==> src/fpt_pkg.sv <==
// Shared types and constants for the frame pacing throttle.
`default_nettype none

package fpt_pkg;

   // Field widths
   localparam int TIME_W     = 32;
   localparam int RATE_W     = 10;
   localparam int SYNC_W     = 5;
   localparam int DUR_W      = 16;
   localparam int GROUP_W    = 8;
   localparam int CSR_IDX_W  = 2;
   localparam int CSR_DATA_W = 10;

   // Loop rate search: base + RATE_STEP * k, k = 0 .. RATE_TRY_LAST
   localparam int CAND_W = 11;
   localparam int K_W    = 4;
   localparam logic [CAND_W-1:0] RATE_STEP     = 11'd20;
   localparam logic [K_W-1:0]    RATE_TRY_LAST = 4'd10;

   localparam logic [RATE_W-1:0] RATE_DEFAULT = 10'd60;
   localparam logic [SYNC_W-1:0] SYNC_DEFAULT = 5'd3;

   // Register indexes
   localparam logic [CSR_IDX_W-1:0] CSR_LOGIC_RATE = 2'd0;
   localparam logic [CSR_IDX_W-1:0] CSR_FRAME_RATE = 2'd1;
   localparam logic [CSR_IDX_W-1:0] CSR_SYNC_GROUP = 2'd2;

   // Shared divider
   localparam int DIVIDEND_W = 32;
   localparam int DIVISOR_W  = 16;
   localparam int DIV_CNT_W  = $clog2(DIVIDEND_W);

   typedef struct packed {
      logic                  start;
      logic [DIVIDEND_W-1:0] dividend;
      logic [DIVISOR_W-1:0]  divisor;
   } fpt_div_req_type;

   typedef struct packed {
      logic                  done;
      logic [DIVIDEND_W-1:0] quotient;
      logic [DIVISOR_W-1:0]  remainder;
   } fpt_div_rsp_type;

   typedef enum logic [3:0] {
      S_DRV_LR,   // candidate % logic rate
      S_DRV_FR,   // candidate % frame rate
      S_DRV_LD,   // loop duration
      S_DRV_GD,   // group duration
      S_IDLE,
      S_LOGIC,    // loop_count % logic_interval
      S_FRAME,    // loop_count % frame_interval
      S_CALC,     // elapsed time, group select, window check
      S_COMMIT    // delay, debt, counters, result
   } fpt_state_type;

endpackage

`default_nettype wire

==> src/fpt_if.sv <==
// Request and response channel interfaces of the frame pacing throttle.
`default_nettype none

interface fpt_req_if;
   logic                       valid;
   logic                       ready;
   logic [fpt_pkg::TIME_W-1:0] now_ms;
   logic [fpt_pkg::TIME_W-1:0] resume_ms;

   modport source (output valid, now_ms, resume_ms, input ready);
   modport sink   (input valid, now_ms, resume_ms, output ready);
endinterface

interface fpt_rsp_if;
   logic                       valid;
   logic                       ready;
   logic                       do_logic;
   logic                       do_render;
   logic [fpt_pkg::DUR_W-1:0]  delay_ms;
   logic                       skip_next;
   logic                       stats_valid;
   logic [fpt_pkg::TIME_W-1:0] loops_per_sec;
   logic [fpt_pkg::TIME_W-1:0] logic_per_sec;
   logic [fpt_pkg::TIME_W-1:0] frames_per_sec;
   logic [fpt_pkg::TIME_W-1:0] skips_per_sec;

   modport source (output valid, do_logic, do_render, delay_ms, skip_next, stats_valid,
                   loops_per_sec, logic_per_sec, frames_per_sec, skips_per_sec,
                   input ready);
   modport sink   (input valid, do_logic, do_render, delay_ms, skip_next, stats_valid,
                   loops_per_sec, logic_per_sec, frames_per_sec, skips_per_sec,
                   output ready);
endinterface

`default_nettype wire

==> src/fpt_div.sv <==
// Radix-2 restoring divider, one quotient bit per cycle.
`default_nettype none

module fpt_div (
   input  logic                     clock,
   input  logic                     reset,
   input  fpt_pkg::fpt_div_req_type div_req,
   output fpt_pkg::fpt_div_rsp_type div_rsp
);

   localparam int NumW = fpt_pkg::DIVIDEND_W;
   localparam int DenW = fpt_pkg::DIVISOR_W;
   localparam int CntW = fpt_pkg::DIV_CNT_W;
   localparam logic [CntW-1:0] CntLast = CntW'(NumW - 1);

   logic            busy_ff, busy_in;
   logic            done_ff, done_in;
   logic [CntW-1:0] cnt_ff, cnt_in;
   logic [NumW-1:0] quo_ff, quo_in;
   logic [DenW-1:0] rem_ff, rem_in;
   logic [DenW-1:0] dvs_ff, dvs_in;

   logic [DenW:0]   rem_shift;
   logic [DenW:0]   diff;
   logic            ge;

   always_comb begin
      rem_shift = {rem_ff, quo_ff[NumW-1]};
      diff      = rem_shift - {1'b0, dvs_ff};
      ge        = rem_shift >= {1'b0, dvs_ff};

      busy_in = busy_ff;
      done_in = 1'b0;
      cnt_in  = cnt_ff;
      quo_in  = quo_ff;
      rem_in  = rem_ff;
      dvs_in  = dvs_ff;

      if (div_req.start) begin
         // a new start aborts whatever was in flight
         busy_in = 1'b1;
         cnt_in  = '0;
         quo_in  = div_req.dividend;
         rem_in  = '0;
         dvs_in  = div_req.divisor;
      end else if (busy_ff) begin
         quo_in = {quo_ff[NumW-2:0], ge};
         rem_in = ge ? diff[DenW-1:0] : rem_shift[DenW-1:0];
         cnt_in = cnt_ff + 1'b1;
         if (cnt_ff == CntLast) begin
            busy_in = 1'b0;
            done_in = 1'b1;
         end
      end
   end

   always_ff @(posedge clock) begin
      if (reset) begin
         busy_ff <= 1'b0;
         done_ff <= 1'b0;
      end else begin
         busy_ff <= busy_in;
         done_ff <= done_in;
      end
   end

   always_ff @(posedge clock) begin
      cnt_ff <= cnt_in;
      quo_ff <= quo_in;
      rem_ff <= rem_in;
      dvs_ff <= dvs_in;
   end

   assign div_rsp.done      = done_ff;
   assign div_rsp.quotient  = quo_ff;
   assign div_rsp.remainder = rem_ff;

endmodule

`default_nettype wire

==> src/frame_pacing_throttle_top.sv <==
// Top level of the frame pacing throttle: sequencer, pacing state and result register.
`default_nettype none

// Paces a game main loop. Each req transaction is one finished loop (its end time and the
// time the next loop resumes); each rsp transaction says whether logic and render ran this
// loop, how long to wait, whether the next frame is skipped, and, once per second, the
// counts of the closed window. All arithmetic that needs a division goes through a single
// radix-2 divider that produces one quotient bit per cycle, so a loop runs as two 32-step
// divisions (loop count modulo the logic and frame intervals), then a step that forms
// elapsed time and picks the loop or group timing, then a step that commits delay, debt
// and counters into the output register. The next transaction is taken while a result
// still waits on rsp. After reset and after every csr write the loop rate, intervals and
// durations are derived again on the same divider: two divisions per rate candidate (up
// to eleven candidates) plus two for the durations, at most 24 divisions, and req stays
// not ready until that finishes. Counters are kept across csr writes.
module frame_pacing_throttle_top #(
   parameter int unsigned MS_PER_SECOND = 1000
) (
   input  logic                                clock,
   input  logic                                reset,
   fpt_req_if.sink                             req_ch,
   fpt_rsp_if.source                           rsp_ch,
   input  logic                                csr_we,
   input  logic [fpt_pkg::CSR_IDX_W-1:0]       csr_index,
   input  logic [fpt_pkg::CSR_DATA_W-1:0]      csr_wdata
);

   localparam int TimeW  = fpt_pkg::TIME_W;
   localparam int RateW  = fpt_pkg::RATE_W;
   localparam int SyncW  = fpt_pkg::SYNC_W;
   localparam int DurW   = fpt_pkg::DUR_W;
   localparam int GroupW = fpt_pkg::GROUP_W;
   localparam int CandW  = fpt_pkg::CAND_W;
   localparam int KW     = fpt_pkg::K_W;
   localparam int NumW   = fpt_pkg::DIVIDEND_W;
   localparam int DenW   = fpt_pkg::DIVISOR_W;
   localparam int MsW    = $clog2(MS_PER_SECOND + 1);
   localparam int ProdW  = MsW + SyncW;
   localparam int DlyW   = TimeW + 2;

   // ---------------------------------------------------------------- state
   fpt_pkg::fpt_state_type state_ff, state_in;
   logic                   issued_ff, issued_in;   // divider op launched for this state

   // configuration
   logic [RateW-1:0]  cfg_lr_ff, cfg_lr_in;
   logic [RateW-1:0]  cfg_fr_ff, cfg_fr_in;
   logic [SyncW-1:0]  cfg_sg_ff, cfg_sg_in;

   // derived rate state
   logic [KW-1:0]     k_ff, k_in;
   logic              lfit_ff, lfit_in;
   logic [DurW-1:0]   li_ff, li_in;
   logic [DurW-1:0]   fi_ff, fi_in;
   logic [DurW-1:0]   ld_ff, ld_in;
   logic [DurW-1:0]   gd_ff, gd_in;

   // pacing state
   logic [TimeW-1:0]  loop_count_ff, loop_count_in;
   logic [TimeW-1:0]  logic_count_ff, logic_count_in;
   logic [TimeW-1:0]  frame_count_ff, frame_count_in;
   logic [TimeW-1:0]  skip_count_ff, skip_count_in;
   logic [TimeW-1:0]  debt_ff, debt_in;
   logic              skip_ff, skip_in;
   logic [GroupW-1:0] group_count_ff, group_count_in;
   logic [TimeW-1:0]  group_start_ff, group_start_in;
   logic [TimeW-1:0]  loop_start_ff, loop_start_in;
   logic [TimeW-1:0]  window_start_ff, window_start_in;

   // per-transaction working registers
   logic [TimeW-1:0]  now_ff, now_in;
   logic [TimeW-1:0]  resume_ff, resume_in;
   logic              logic_hit_ff, logic_hit_in;
   logic              render_hit_ff, render_hit_in;
   logic              grp_ff, grp_in;
   logic [DurW-1:0]   dur_ff, dur_in;
   logic [TimeW-1:0]  elapsed_ff, elapsed_in;
   logic              win_hit_ff, win_hit_in;

   // result register
   logic              rsp_valid_ff, rsp_valid_in;
   logic              rsp_do_logic_ff, rsp_do_logic_in;
   logic              rsp_do_render_ff, rsp_do_render_in;
   logic [DurW-1:0]   rsp_delay_ff, rsp_delay_in;
   logic              rsp_skip_next_ff, rsp_skip_next_in;
   logic              rsp_stats_ff, rsp_stats_in;
   logic [TimeW-1:0]  rsp_loops_ff, rsp_loops_in;
   logic [TimeW-1:0]  rsp_logic_ff, rsp_logic_in;
   logic [TimeW-1:0]  rsp_frames_ff, rsp_frames_in;
   logic [TimeW-1:0]  rsp_skips_ff, rsp_skips_in;

   // ---------------------------------------------------------------- divider
   fpt_pkg::fpt_div_req_type div_req;
   fpt_pkg::fpt_div_rsp_type div_rsp;

   fpt_div u_div (
      .clock   (clock),
      .reset   (reset),
      .div_req (div_req),
      .div_rsp (div_rsp)
   );

   // ---------------------------------------------------------------- shared terms
   logic              cfg_hit;
   logic              req_fire;
   logic              div_fire;
   logic              commit_go;
   logic              div_state;
   logic [RateW-1:0]  lr_eff;
   logic [RateW-1:0]  fr_eff;
   logic [RateW-1:0]  base_rate;
   logic [CandW-1:0]  cand;
   logic [ProdW-1:0]  ms_times_sync;
   logic              fit_now;
   logic              k_last;
   logic [DurW-1:0]   quo_sat;

   assign cfg_hit  = csr_we && (csr_index == fpt_pkg::CSR_LOGIC_RATE ||
                                csr_index == fpt_pkg::CSR_FRAME_RATE ||
                                csr_index == fpt_pkg::CSR_SYNC_GROUP);
   assign req_fire = req_ch.valid && req_ch.ready;
   assign div_fire = issued_ff && div_rsp.done;
   assign commit_go = (state_ff == fpt_pkg::S_COMMIT) && (!rsp_valid_ff || rsp_ch.ready);

   // zero selects the default rate
   assign lr_eff    = (cfg_lr_ff == '0) ? fpt_pkg::RATE_DEFAULT : cfg_lr_ff;
   assign fr_eff    = (cfg_fr_ff == '0) ? fpt_pkg::RATE_DEFAULT : cfg_fr_ff;
   assign base_rate = (fr_eff >= lr_eff) ? fr_eff : lr_eff;
   assign cand      = CandW'(base_rate) + CandW'(k_ff) * fpt_pkg::RATE_STEP;
   assign ms_times_sync = ProdW'(MS_PER_SECOND) * ProdW'(cfg_sg_ff);

   assign fit_now = lfit_ff && (div_rsp.remainder == '0);
   assign k_last  = (k_ff == fpt_pkg::RATE_TRY_LAST);
   assign quo_sat = (div_rsp.quotient[NumW-1:DurW] != '0) ? '1 : div_rsp.quotient[DurW-1:0];

   // ---------------------------------------------------------------- next state
   always_comb begin
      state_in = state_ff;
      if (cfg_hit) begin
         state_in = fpt_pkg::S_DRV_LR;
      end else begin
         case (state_ff)
            fpt_pkg::S_DRV_LR: begin
               if (div_fire) state_in = fpt_pkg::S_DRV_FR;
            end
            fpt_pkg::S_DRV_FR: begin
               if (div_fire) begin
                  state_in = (fit_now || k_last) ? fpt_pkg::S_DRV_LD : fpt_pkg::S_DRV_LR;
               end
            end
            fpt_pkg::S_DRV_LD: begin
               if (div_fire) state_in = fpt_pkg::S_DRV_GD;
            end
            fpt_pkg::S_DRV_GD: begin
               if (div_fire) state_in = fpt_pkg::S_IDLE;
            end
            fpt_pkg::S_IDLE: begin
               if (req_fire) state_in = fpt_pkg::S_LOGIC;
            end
            fpt_pkg::S_LOGIC: begin
               if (div_fire) state_in = fpt_pkg::S_FRAME;
            end
            fpt_pkg::S_FRAME: begin
               if (div_fire) state_in = fpt_pkg::S_CALC;
            end
            fpt_pkg::S_CALC: begin
               state_in = fpt_pkg::S_COMMIT;
            end
            fpt_pkg::S_COMMIT: begin
               if (commit_go) state_in = fpt_pkg::S_IDLE;
            end
            default: begin
               state_in = fpt_pkg::S_DRV_LR;
            end
         endcase
      end
   end

   // ---------------------------------------------------------------- outputs
   // Operand select for the shared divider; one launch per division state.
   always_comb begin
      div_state        = 1'b1;
      div_req.dividend = '0;
      div_req.divisor  = '0;
      case (state_ff)
         fpt_pkg::S_DRV_LR: begin
            div_req.dividend = NumW'(cand);
            div_req.divisor  = DenW'(lr_eff);
         end
         fpt_pkg::S_DRV_FR: begin
            div_req.dividend = NumW'(cand);
            div_req.divisor  = DenW'(fr_eff);
         end
         fpt_pkg::S_DRV_LD: begin
            div_req.dividend = NumW'(MS_PER_SECOND);
            div_req.divisor  = DenW'(cand);
         end
         fpt_pkg::S_DRV_GD: begin
            div_req.dividend = NumW'(ms_times_sync);
            div_req.divisor  = DenW'(cand);
         end
         fpt_pkg::S_LOGIC: begin
            div_req.dividend = loop_count_ff;
            div_req.divisor  = li_ff;
         end
         fpt_pkg::S_FRAME: begin
            div_req.dividend = loop_count_ff;
            div_req.divisor  = fi_ff;
         end
         default: begin
            div_state = 1'b0;
         end
      endcase
      div_req.start = div_state && !issued_ff;
      req_ch.ready  = (state_ff == fpt_pkg::S_IDLE);
   end

   // ---------------------------------------------------------------- datapath
   logic [DlyW-1:0]  delay_full;    // duration + debt - elapsed, two's complement
   logic             delay_neg;
   logic             delay_over;
   logic [TimeW-1:0] debt_wrap;
   logic [TimeW-1:0] lc_new;
   logic [TimeW-1:0] logc_new;
   logic [TimeW-1:0] fc_new;
   logic [TimeW-1:0] sc_new;
   logic [GroupW-1:0] gc_new;

   always_comb begin
      delay_full = DlyW'(dur_ff)
                 + {{(DlyW-TimeW){debt_ff[TimeW-1]}}, debt_ff}
                 - {{(DlyW-TimeW){elapsed_ff[TimeW-1]}}, elapsed_ff};
      delay_neg  = delay_full[DlyW-1];
      delay_over = !delay_neg && (delay_full > DlyW'(dur_ff));
      debt_wrap  = debt_ff + elapsed_ff - TimeW'(dur_ff);
      lc_new     = loop_count_ff + 1'b1;
      logc_new   = logic_count_ff + TimeW'(logic_hit_ff);
      fc_new     = frame_count_ff + TimeW'(render_hit_ff);
      sc_new     = skip_count_ff + TimeW'(skip_ff);
      gc_new     = group_count_ff + 1'b1;

      state_in_defaults: begin
      end

      cfg_lr_in        = cfg_lr_ff;
      cfg_fr_in        = cfg_fr_ff;
      cfg_sg_in        = cfg_sg_ff;
      issued_in        = issued_ff;
      k_in             = k_ff;
      lfit_in          = lfit_ff;
      li_in            = li_ff;
      fi_in            = fi_ff;
      ld_in            = ld_ff;
      gd_in            = gd_ff;
      loop_count_in    = loop_count_ff;
      logic_count_in   = logic_count_ff;
      frame_count_in   = frame_count_ff;
      skip_count_in    = skip_count_ff;
      debt_in          = debt_ff;
      skip_in          = skip_ff;
      group_count_in   = group_count_ff;
      group_start_in   = group_start_ff;
      loop_start_in    = loop_start_ff;
      window_start_in  = window_start_ff;
      now_in           = now_ff;
      resume_in        = resume_ff;
      logic_hit_in     = logic_hit_ff;
      render_hit_in    = render_hit_ff;
      grp_in           = grp_ff;
      dur_in           = dur_ff;
      elapsed_in       = elapsed_ff;
      win_hit_in       = win_hit_ff;
      rsp_valid_in     = rsp_valid_ff;
      rsp_do_logic_in  = rsp_do_logic_ff;
      rsp_do_render_in = rsp_do_render_ff;
      rsp_delay_in     = rsp_delay_ff;
      rsp_skip_next_in = rsp_skip_next_ff;
      rsp_stats_in     = rsp_stats_ff;
      rsp_loops_in     = rsp_loops_ff;
      rsp_logic_in     = rsp_logic_ff;
      rsp_frames_in    = rsp_frames_ff;
      rsp_skips_in     = rsp_skips_ff;

      // divider launch bookkeeping
      if (div_req.start) begin
         issued_in = 1'b1;
      end else if (div_fire) begin
         issued_in = 1'b0;
      end

      if (rsp_ch.ready) rsp_valid_in = 1'b0;

      case (state_ff)
         fpt_pkg::S_DRV_LR: begin
            if (div_fire) begin
               li_in   = div_rsp.quotient[DurW-1:0];
               lfit_in = (div_rsp.remainder == '0);
            end
         end
         fpt_pkg::S_DRV_FR: begin
            if (div_fire) begin
               fi_in = div_rsp.quotient[DurW-1:0];
               if (!fit_now && !k_last) k_in = k_ff + 1'b1;
            end
         end
         fpt_pkg::S_DRV_LD: begin
            if (div_fire) ld_in = quo_sat;
         end
         fpt_pkg::S_DRV_GD: begin
            if (div_fire) gd_in = quo_sat;
         end
         fpt_pkg::S_IDLE: begin
            if (req_fire) begin
               now_in    = req_ch.now_ms;
               resume_in = req_ch.resume_ms;
            end
         end
         fpt_pkg::S_LOGIC: begin
            if (div_fire) logic_hit_in = (li_ff != '0) && (div_rsp.remainder == '0);
         end
         fpt_pkg::S_FRAME: begin
            if (div_fire) begin
               render_hit_in = !skip_ff && (fi_ff != '0) && (div_rsp.remainder == '0);
            end
         end
         fpt_pkg::S_CALC: begin
            grp_in     = gc_new >= GroupW'(cfg_sg_ff);
            dur_in     = grp_in ? gd_ff : ld_ff;
            elapsed_in = now_ff - (grp_in ? group_start_ff : loop_start_ff);
            win_hit_in = (now_ff - window_start_ff) >= TimeW'(MS_PER_SECOND);
         end
         fpt_pkg::S_COMMIT: begin
            if (commit_go) begin
               // delay or overrun
               if (delay_neg) begin
                  skip_in      = 1'b1;
                  debt_in      = debt_wrap;
                  rsp_delay_in = '0;
               end else begin
                  skip_in      = 1'b0;
                  debt_in      = '0;
                  rsp_delay_in = delay_over ? (dur_ff >> 2) : delay_full[DurW-1:0];
               end

               // resync timing
               group_count_in = grp_ff ? '0 : gc_new;
               if (grp_ff) group_start_in = resume_ff;
               loop_start_in = resume_ff;

               // one-second statistics window
               if (win_hit_ff) begin
                  rsp_loops_in    = lc_new;
                  rsp_logic_in    = logc_new;
                  rsp_frames_in   = fc_new;
                  rsp_skips_in    = sc_new;
                  loop_count_in   = '0;
                  logic_count_in  = '0;
                  frame_count_in  = '0;
                  skip_count_in   = '0;
                  window_start_in = now_ff;
               end else begin
                  rsp_loops_in    = '0;
                  rsp_logic_in    = '0;
                  rsp_frames_in   = '0;
                  rsp_skips_in    = '0;
                  loop_count_in   = lc_new;
                  logic_count_in  = logc_new;
                  frame_count_in  = fc_new;
                  skip_count_in   = sc_new;
               end

               rsp_valid_in     = 1'b1;
               rsp_do_logic_in  = logic_hit_ff;
               rsp_do_render_in = render_hit_ff;
               rsp_skip_next_in = delay_neg;
               rsp_stats_in     = win_hit_ff;
            end
         end
         default: begin
         end
      endcase

      // csr write: new value, then rerun the derivation from the first candidate
      if (cfg_hit) begin
         case (csr_index)
            fpt_pkg::CSR_LOGIC_RATE: cfg_lr_in = csr_wdata[RateW-1:0];
            fpt_pkg::CSR_FRAME_RATE: cfg_fr_in = csr_wdata[RateW-1:0];
            fpt_pkg::CSR_SYNC_GROUP: cfg_sg_in = csr_wdata[SyncW-1:0];
            default: begin
            end
         endcase
         k_in      = '0;
         issued_in = 1'b0;
      end
   end

   // ---------------------------------------------------------------- registers
   always_ff @(posedge clock) begin
      if (reset) begin
         state_ff        <= fpt_pkg::S_DRV_LR;
         issued_ff       <= 1'b0;
         cfg_lr_ff       <= fpt_pkg::RATE_DEFAULT;
         cfg_fr_ff       <= fpt_pkg::RATE_DEFAULT;
         cfg_sg_ff       <= fpt_pkg::SYNC_DEFAULT;
         k_ff            <= '0;
         loop_count_ff   <= '0;
         logic_count_ff  <= '0;
         frame_count_ff  <= '0;
         skip_count_ff   <= '0;
         debt_ff         <= '0;
         skip_ff         <= 1'b0;
         group_count_ff  <= '0;
         group_start_ff  <= '0;
         loop_start_ff   <= '0;
         window_start_ff <= '0;
         rsp_valid_ff    <= 1'b0;
      end else begin
         state_ff        <= state_in;
         issued_ff       <= issued_in;
         cfg_lr_ff       <= cfg_lr_in;
         cfg_fr_ff       <= cfg_fr_in;
         cfg_sg_ff       <= cfg_sg_in;
         k_ff            <= k_in;
         loop_count_ff   <= loop_count_in;
         logic_count_ff  <= logic_count_in;
         frame_count_ff  <= frame_count_in;
         skip_count_ff   <= skip_count_in;
         debt_ff         <= debt_in;
         skip_ff         <= skip_in;
         group_count_ff  <= group_count_in;
         group_start_ff  <= group_start_in;
         loop_start_ff   <= loop_start_in;
         window_start_ff <= window_start_in;
         rsp_valid_ff    <= rsp_valid_in;
      end
   end

   always_ff @(posedge clock) begin
      lfit_ff          <= lfit_in;
      li_ff            <= li_in;
      fi_ff            <= fi_in;
      ld_ff            <= ld_in;
      gd_ff            <= gd_in;
      now_ff           <= now_in;
      resume_ff        <= resume_in;
      logic_hit_ff     <= logic_hit_in;
      render_hit_ff    <= render_hit_in;
      grp_ff           <= grp_in;
      dur_ff           <= dur_in;
      elapsed_ff       <= elapsed_in;
      win_hit_ff       <= win_hit_in;
      rsp_do_logic_ff  <= rsp_do_logic_in;
      rsp_do_render_ff <= rsp_do_render_in;
      rsp_delay_ff     <= rsp_delay_in;
      rsp_skip_next_ff <= rsp_skip_next_in;
      rsp_stats_ff     <= rsp_stats_in;
      rsp_loops_ff     <= rsp_loops_in;
      rsp_logic_ff     <= rsp_logic_in;
      rsp_frames_ff    <= rsp_frames_in;
      rsp_skips_ff     <= rsp_skips_in;
   end

   // ---------------------------------------------------------------- result channel
   assign rsp_ch.valid          = rsp_valid_ff;
   assign rsp_ch.do_logic       = rsp_do_logic_ff;
   assign rsp_ch.do_render      = rsp_do_render_ff;
   assign rsp_ch.delay_ms       = rsp_delay_ff;
   assign rsp_ch.skip_next      = rsp_skip_next_ff;
   assign rsp_ch.stats_valid    = rsp_stats_ff;
   assign rsp_ch.loops_per_sec  = rsp_loops_ff;
   assign rsp_ch.logic_per_sec  = rsp_logic_ff;
   assign rsp_ch.frames_per_sec = rsp_frames_ff;
   assign rsp_ch.skips_per_sec  = rsp_skips_ff;

   // ---------------------------------------------------------------- assertions
   // a new result only ever comes out of the commit step
   a_rsp_from_commit: assert property (@(posedge clock) disable iff (reset)
      $rose(rsp_valid_ff) |-> $past(state_ff == fpt_pkg::S_COMMIT))
      else $error("result raised outside commit");

   // an overrun never reports a wait
   a_skip_no_delay: assert property (@(posedge clock) disable iff (reset)
      (rsp_valid_ff && rsp_skip_next_ff) |-> (rsp_delay_ff == '0))
      else $error("overrun transaction with nonzero delay");

   // statistics fields stay zero unless a window closed
   a_stats_zero: assert property (@(posedge clock) disable iff (reset)
      (rsp_valid_ff && !rsp_stats_ff) |->
         (rsp_loops_ff == '0 && rsp_logic_ff == '0 &&
          rsp_frames_ff == '0 && rsp_skips_ff == '0))
      else $error("statistics reported without a closed window");

   // no divider completion arrives while a transaction is in the calc or commit step
   a_div_single_done: assert property (@(posedge clock) disable iff (reset)
      (state_ff == fpt_pkg::S_CALC || state_ff == fpt_pkg::S_COMMIT) |-> !div_rsp.done)
      else $error("stray divider completion");

endmodule

`default_nettype wire
==> src/flat_wrapper.sv <==
// flat-port wrapper written by rule: the top's interface ports become plain ports
module frame_pacing_throttle_top_flat 
#(
   parameter int unsigned MS_PER_SECOND = 1000
)
  (clock, reset, csr_we, csr_index, csr_wdata, req_ch_valid, req_ch_now_ms, req_ch_resume_ms, req_ch_ready, rsp_ch_valid, rsp_ch_do_logic, rsp_ch_do_render, rsp_ch_delay_ms, rsp_ch_skip_next, rsp_ch_stats_valid, rsp_ch_loops_per_sec, rsp_ch_logic_per_sec, rsp_ch_frames_per_sec, rsp_ch_skips_per_sec, rsp_ch_ready);
  fpt_req_if req_ch_i ();
  fpt_rsp_if rsp_ch_i ();
  input  logic clock;
  input  logic reset;
  input  logic csr_we;
  input  logic [fpt_pkg::CSR_IDX_W-1:0] csr_index;
  input  logic [fpt_pkg::CSR_DATA_W-1:0] csr_wdata;
  input wire logic [$bits(req_ch_i.valid)-1:0] req_ch_valid;
  input wire logic [$bits(req_ch_i.now_ms)-1:0] req_ch_now_ms;
  input wire logic [$bits(req_ch_i.resume_ms)-1:0] req_ch_resume_ms;
  output wire logic [$bits(req_ch_i.ready)-1:0] req_ch_ready;
  output wire logic [$bits(rsp_ch_i.valid)-1:0] rsp_ch_valid;
  output wire logic [$bits(rsp_ch_i.do_logic)-1:0] rsp_ch_do_logic;
  output wire logic [$bits(rsp_ch_i.do_render)-1:0] rsp_ch_do_render;
  output wire logic [$bits(rsp_ch_i.delay_ms)-1:0] rsp_ch_delay_ms;
  output wire logic [$bits(rsp_ch_i.skip_next)-1:0] rsp_ch_skip_next;
  output wire logic [$bits(rsp_ch_i.stats_valid)-1:0] rsp_ch_stats_valid;
  output wire logic [$bits(rsp_ch_i.loops_per_sec)-1:0] rsp_ch_loops_per_sec;
  output wire logic [$bits(rsp_ch_i.logic_per_sec)-1:0] rsp_ch_logic_per_sec;
  output wire logic [$bits(rsp_ch_i.frames_per_sec)-1:0] rsp_ch_frames_per_sec;
  output wire logic [$bits(rsp_ch_i.skips_per_sec)-1:0] rsp_ch_skips_per_sec;
  input wire logic [$bits(rsp_ch_i.ready)-1:0] rsp_ch_ready;
  assign req_ch_i.valid = req_ch_valid;
  assign req_ch_i.now_ms = req_ch_now_ms;
  assign req_ch_i.resume_ms = req_ch_resume_ms;
  assign req_ch_ready = req_ch_i.ready;
  assign rsp_ch_valid = rsp_ch_i.valid;
  assign rsp_ch_do_logic = rsp_ch_i.do_logic;
  assign rsp_ch_do_render = rsp_ch_i.do_render;
  assign rsp_ch_delay_ms = rsp_ch_i.delay_ms;
  assign rsp_ch_skip_next = rsp_ch_i.skip_next;
  assign rsp_ch_stats_valid = rsp_ch_i.stats_valid;
  assign rsp_ch_loops_per_sec = rsp_ch_i.loops_per_sec;
  assign rsp_ch_logic_per_sec = rsp_ch_i.logic_per_sec;
  assign rsp_ch_frames_per_sec = rsp_ch_i.frames_per_sec;
  assign rsp_ch_skips_per_sec = rsp_ch_i.skips_per_sec;
  assign rsp_ch_i.ready = rsp_ch_ready;
  frame_pacing_throttle_top #(.MS_PER_SECOND(MS_PER_SECOND)) u_core (.clock(clock), .reset(reset), .req_ch(req_ch_i), .rsp_ch(rsp_ch_i), .csr_we(csr_we), .csr_index(csr_index), .csr_wdata(csr_wdata));
endmodule
==> config.mk <==
export PLATFORM = sky130hd
export DESIGN_NAME = frame_pacing_throttle_top_flat
export DESIGN_NICKNAME = d
export VERILOG_FILES = /design/src/fpt_pkg.sv /design/src/fpt_if.sv /design/src/fpt_div.sv /design/src/frame_pacing_throttle_top.sv /design/src/flat_wrapper.sv
export SDC_FILE = /design/constraint.sdc
export NUM_CORES = 2
export LEC_CHECK = 0
export ABC_AREA = 1
export BUFFER_PORTS_ARGS = -buffer_cell sky130_fd_sc_hd__buf_2
export CAP_MARGIN = 40
export CORE_MARGIN = 5
export CORE_UTILIZATION = 45
export CTS_BUF_LIST = sky130_fd_sc_hd__clkbuf_4 sky130_fd_sc_hd__clkbuf_8 sky130_fd_sc_hd__clkbuf_16
export CTS_CLUSTER_DIAMETER = 80
export DETAILED_ROUTE_END_ITERATION = 7
export PLACE_DENSITY_LB_ADDON = 0.25
export SYNTH_ARGS = -nofsm -noshare
export SYNTH_HDL_FRONTEND = slang
export SYNTH_SLANG_ARGS = --single-unit
==> constraint.sdc <==
create_clock -name clock -period 5.9 [get_ports clock]
set_input_delay 0.59 -clock clock [delete_from_list [all_inputs] [get_ports clock]]
set_output_delay 0.59 -clock clock [all_outputs]
set_load 0.005 [all_outputs]
==> impl_metrics.tcl <==
set metrics [dict create \
    outcome "completed" \
    async_flop_share_pct 0 \
    r2r-start "u_core.elapsed_ff[9]" \
    pre_cts_ws_ns 1.373 \
    rsz0062_at_grt "false" \
    leakagePower_uw 0.01941 \
    drive_gt1_share_pct 10.53 \
    synth.distinct_cells 66 \
    max_freq_ghz 0.2213 \
    grt_pass1_vias 33250 \
    crit_path_start_kind "register" \
    vias 34640 \
    clock_tree.root_cell "clkbuf_16" \
    r2r_cells 23 \
    slew_headroom_pct 40.65 \
    hold_class "in2reg" \
    p_switching_uw 2510 \
    overflow 0 \
    netlist_instances 5133 \
    worst-path-buf-inv 4 \
    synth-seq-cells 700 \
    fin_ws_ns 1.381 \
    cts_sinks 700 \
    boundaryPins 231 \
    critPathTopFamily "simple AND/OR/NAND/NOR gates" \
    min_to "u_core.now_ff[19]" \
    die_x_um 312.5 \
    path_common_cell "nand2_1" \
    worstSetupEndpointType "register" \
    numCtsBuffers 82 \
    reg2reg_slack_ns 1.38 \
    cp.arrival_ns 5.01 \
    clock_power_share_pct 48.7 \
    crit_type "reg2reg" \
    power_frac_seq_pct 47.1 \
    hold_buffers 0 \
    fin_crit_sh_pct 76.59 \
    setup_viol 0 \
    worstPathMaxFanout 17 \
    whs_path_depth 1 \
    rows 111 \
    drc 0 \
    numPortBuffers 230 \
    grt_pass1_wl_mm 180.8 \
    worstHoldStart "req_ch_now_ms[19]" \
    critPathMaxStageDelay_ns 0.54 \
    hold_viol_final 0 \
    powerDensity_nw_per_um2 237.3 \
    drt_wl_total_mm 115.4 \
    fillers 8644 \
    firstDrtPassIters 6 \
    irDropWorstVdd_mv 0.2052 \
    maxSlewViolCount 0 \
    cp_cell_sequence "inv_1 > fa_1 > inv_1 > ha_1 > nand2_1 > inv_1 > nand2_1 > nand2_1 > inv_1 > nand3_1 > xor2_1 > ha_1 > nor4b_1 > nand4_1 > nand2_1 > nand2_1 > nor2_1 > nand2_1 > nor2_2 > nand3_4 > nand2_4 > nor2_1 > nor2_1" \
    rr_endpoint "u_core.rsp_ch.delay_ms[11]" \
    intPower_uw 8555 \
    start_util_pct 45.12 \
    clkLatencyLatePin_ns 0.66 \
    wl_per_cell_um 17.50 \
    fp.dieH_um 312.5 \
    p_sw_share_pct 22.68 \
    worst_path_max_delay_cell "fa_1" \
    worst_slew_pin_slew_ns 0.8902 \
    gp_congestion 0.9428 \
    avgSynthCellArea_um2 8.022 \
    combPwrFrac_pct 4.3 \
    synth_area_um2 41170 \
    skew_ns 0.02805 \
    grt_start_max_net_pins 80 \
    antenna_found_initial 10 \
    syn_nets 5510 \
    final_common_cell "nand2_1" \
    post_cts_resized 0 \
    dr.first_iter.drc_count 2453 \
    maxCapViolCount 0 \
    synth_edf_count 377 \
    synthFlopType "edfxtp_1" \
    fin_setup_tns_ns 0 \
    final.min_clock_period_ns 4.519 \
    syn2layout_area_growth_pct 13.26 \
    hpwl_mm 88.65 \
    ys_warn_count 0 \
    yosysSeqAreaShare_pct 43.20 \
    cp.required_ns 6.39 \
    cts_max_path_buffers 3 \
    core_um2 91250 \
    globalRouteTotalUtil_pct 22.99 \
    antenna_left 0 \
    cts_tree "built" \
    finish.net_count 5713 \
    postCtsSetupBuffers 0 \
    h-tree-depth 3 \
    final_cell_mix "1,039 x nand2_1, 746 x inv_1, 514 x nor2_1" \
    dieArea_um2 97650 \
    startpoint "u_core.elapsed_ff[9]" \
    via_per_inst 5.254 \
    path_clk_slew_ns 0.06 \
]
-- final cells by class --
type,instances,area [µm²],area share [%]
multi-input cells,3517,19960,42.80
repair buffers,265,1559,3.343
well taps,1186,1484,3.182
clock inverters,44,539.3,1.156
clock buffers,110,2405,5.157
flip-flops and latches,700,17790,38.14
inverters,770,2898,6.214
diodes,1,2.502,0.005366
-- power groups by stage --
stage | logic [µW] | registers, µW | clock network [µW]
2_1_floorplan | 318 | 5290 | 0
3_3_place_gp | 457 | 5310 | 0
3_5_place_dp | 463 | 5310 | 0
4_1_cts | 467 | 5210 | 5500
5_1_grt | 532 | 5210 | 5710
6_report | 471 | 5210 | 5380
-- flip-flops by register name, indices dropped and copies added (netlist names), 32 cells and up --
register,cells
u_core.debt_ff,32
u_core.elapsed_ff,32
u_core.frame_count_ff,32
u_core.group_start_ff,32
u_core.logic_count_ff,32
u_core.loop_count_ff,32
u_core.loop_start_ff,32
u_core.now_ff,32
u_core.resume_ff,32
u_core.rsp_ch.frames_per_sec,32
u_core.rsp_ch.logic_per_sec,32
u_core.rsp_ch.loops_per_sec,32
u_core.rsp_ch.skips_per_sec,32
u_core.skip_count_ff,32
u_core.u_div.quo_ff,32
u_core.window_start_ff,32
-- routing by layer --
metal  wire length (µm)  global-route usage (%)  vias up
li1                   -                       -    17340
met1              52520                   31.84    16120
met2              52550                   37.21      963
met3               6397                   3.567      214
met4               3856                   7.399        6
met5                 39                       0        -
-- how the worst max path moves through the flow --
stage | to | slack, ns | depth (start not counted)
global route | u_core.elapsed_ff[30] | 0.97 | 21
global placement | u_core.elapsed_ff[30] | 1.43 | 21
finish | u_core.rsp_ch.delay_ms[11] | 1.38 | 23
CTS | u_core.elapsed_ff[30] | 1.35 | 21
detailed placement | u_core.elapsed_ff[30] | 1.37 | 21
floorplan | u_core.group_count_ff[0] | 1.31 | 6
-- cells by family (layout without fill, tap and decap cells) --
| logic type | count (synthesis) | count (layout) | synth area share [%] |
|---|---|---|---|
| buffers and inverters | 916 | 1189 | 8.451 |
| adders and majority gates | 296 | 296 | 9.852 |
| xor gates and xnor gates | 172 | 172 | 3.659 |
| and+or+nand+nor | 2119 | 2119 | 22.19 |
| other | 0 | 1 | 0 |
| DFF | 700 | 700 | 43.20 |
| muxes | 16 | 16 | 0.4376 |
| AOI/OAI and AO/OA | 914 | 914 | 12.21 |
-- stage by stage --
step           cell area [µm²]  utilization [%]  power [µW]  std cells  hold WS [ns]
2_1_floorplan            41170                -        5612       5133        0.4244
3_3_place_gp             43480            47.66        5770       6428        0.4361
3_5_place_dp             43690            47.88        5777       6438        0.4442
4_1_cts                  46630            51.10       11180       6592       0.05553
5_1_grt                  46630            51.10       11450       6592       0.06260
6_report                 46630            51.11       11060       6593       0.09584
-- cell usage after synthesis, types with 13 or more instances --
master | instances | area [µm²]
clkbuf_1 | 120 | 450.4
a2bb2oi_1 | 13 | 113.9
inv_1 | 749 | 2811
or2_2 | 50 | 312.8
edfxtp_1 | 377 | 11320
o21bai_1 | 17 | 127.6
a21oi_1 | 469 | 2347
o21ai_0 | 258 | 1291
o21ai_1 | 24 | 120.1
nor2_1 | 519 | 1948
o211ai_1 | 23 | 172.7
nand4_1 | 71 | 444.2
xor2_1 | 123 | 1077
nand3_1 | 219 | 1096
buf_2 | 18 | 90.09
nor2_2 | 17 | 106.4
nand2_2 | 15 | 93.84
fa_1 | 47 | 940.9
dfxtp_1 | 323 | 6466
nor4_1 | 35 | 219.0
o21a_1 | 21 | 157.7
ha_1 | 249 | 3115
nor3_1 | 82 | 410.4
mux2_2 | 16 | 180.2
a21o_1 | 13 | 97.59
inv_2 | 16 | 60.06
nand3b_1 | 17 | 127.6
nand2_1 | 1040 | 3904
xnor2_1 | 49 | 429.2
No activity file was read; power rests on OpenSTA's default activity.
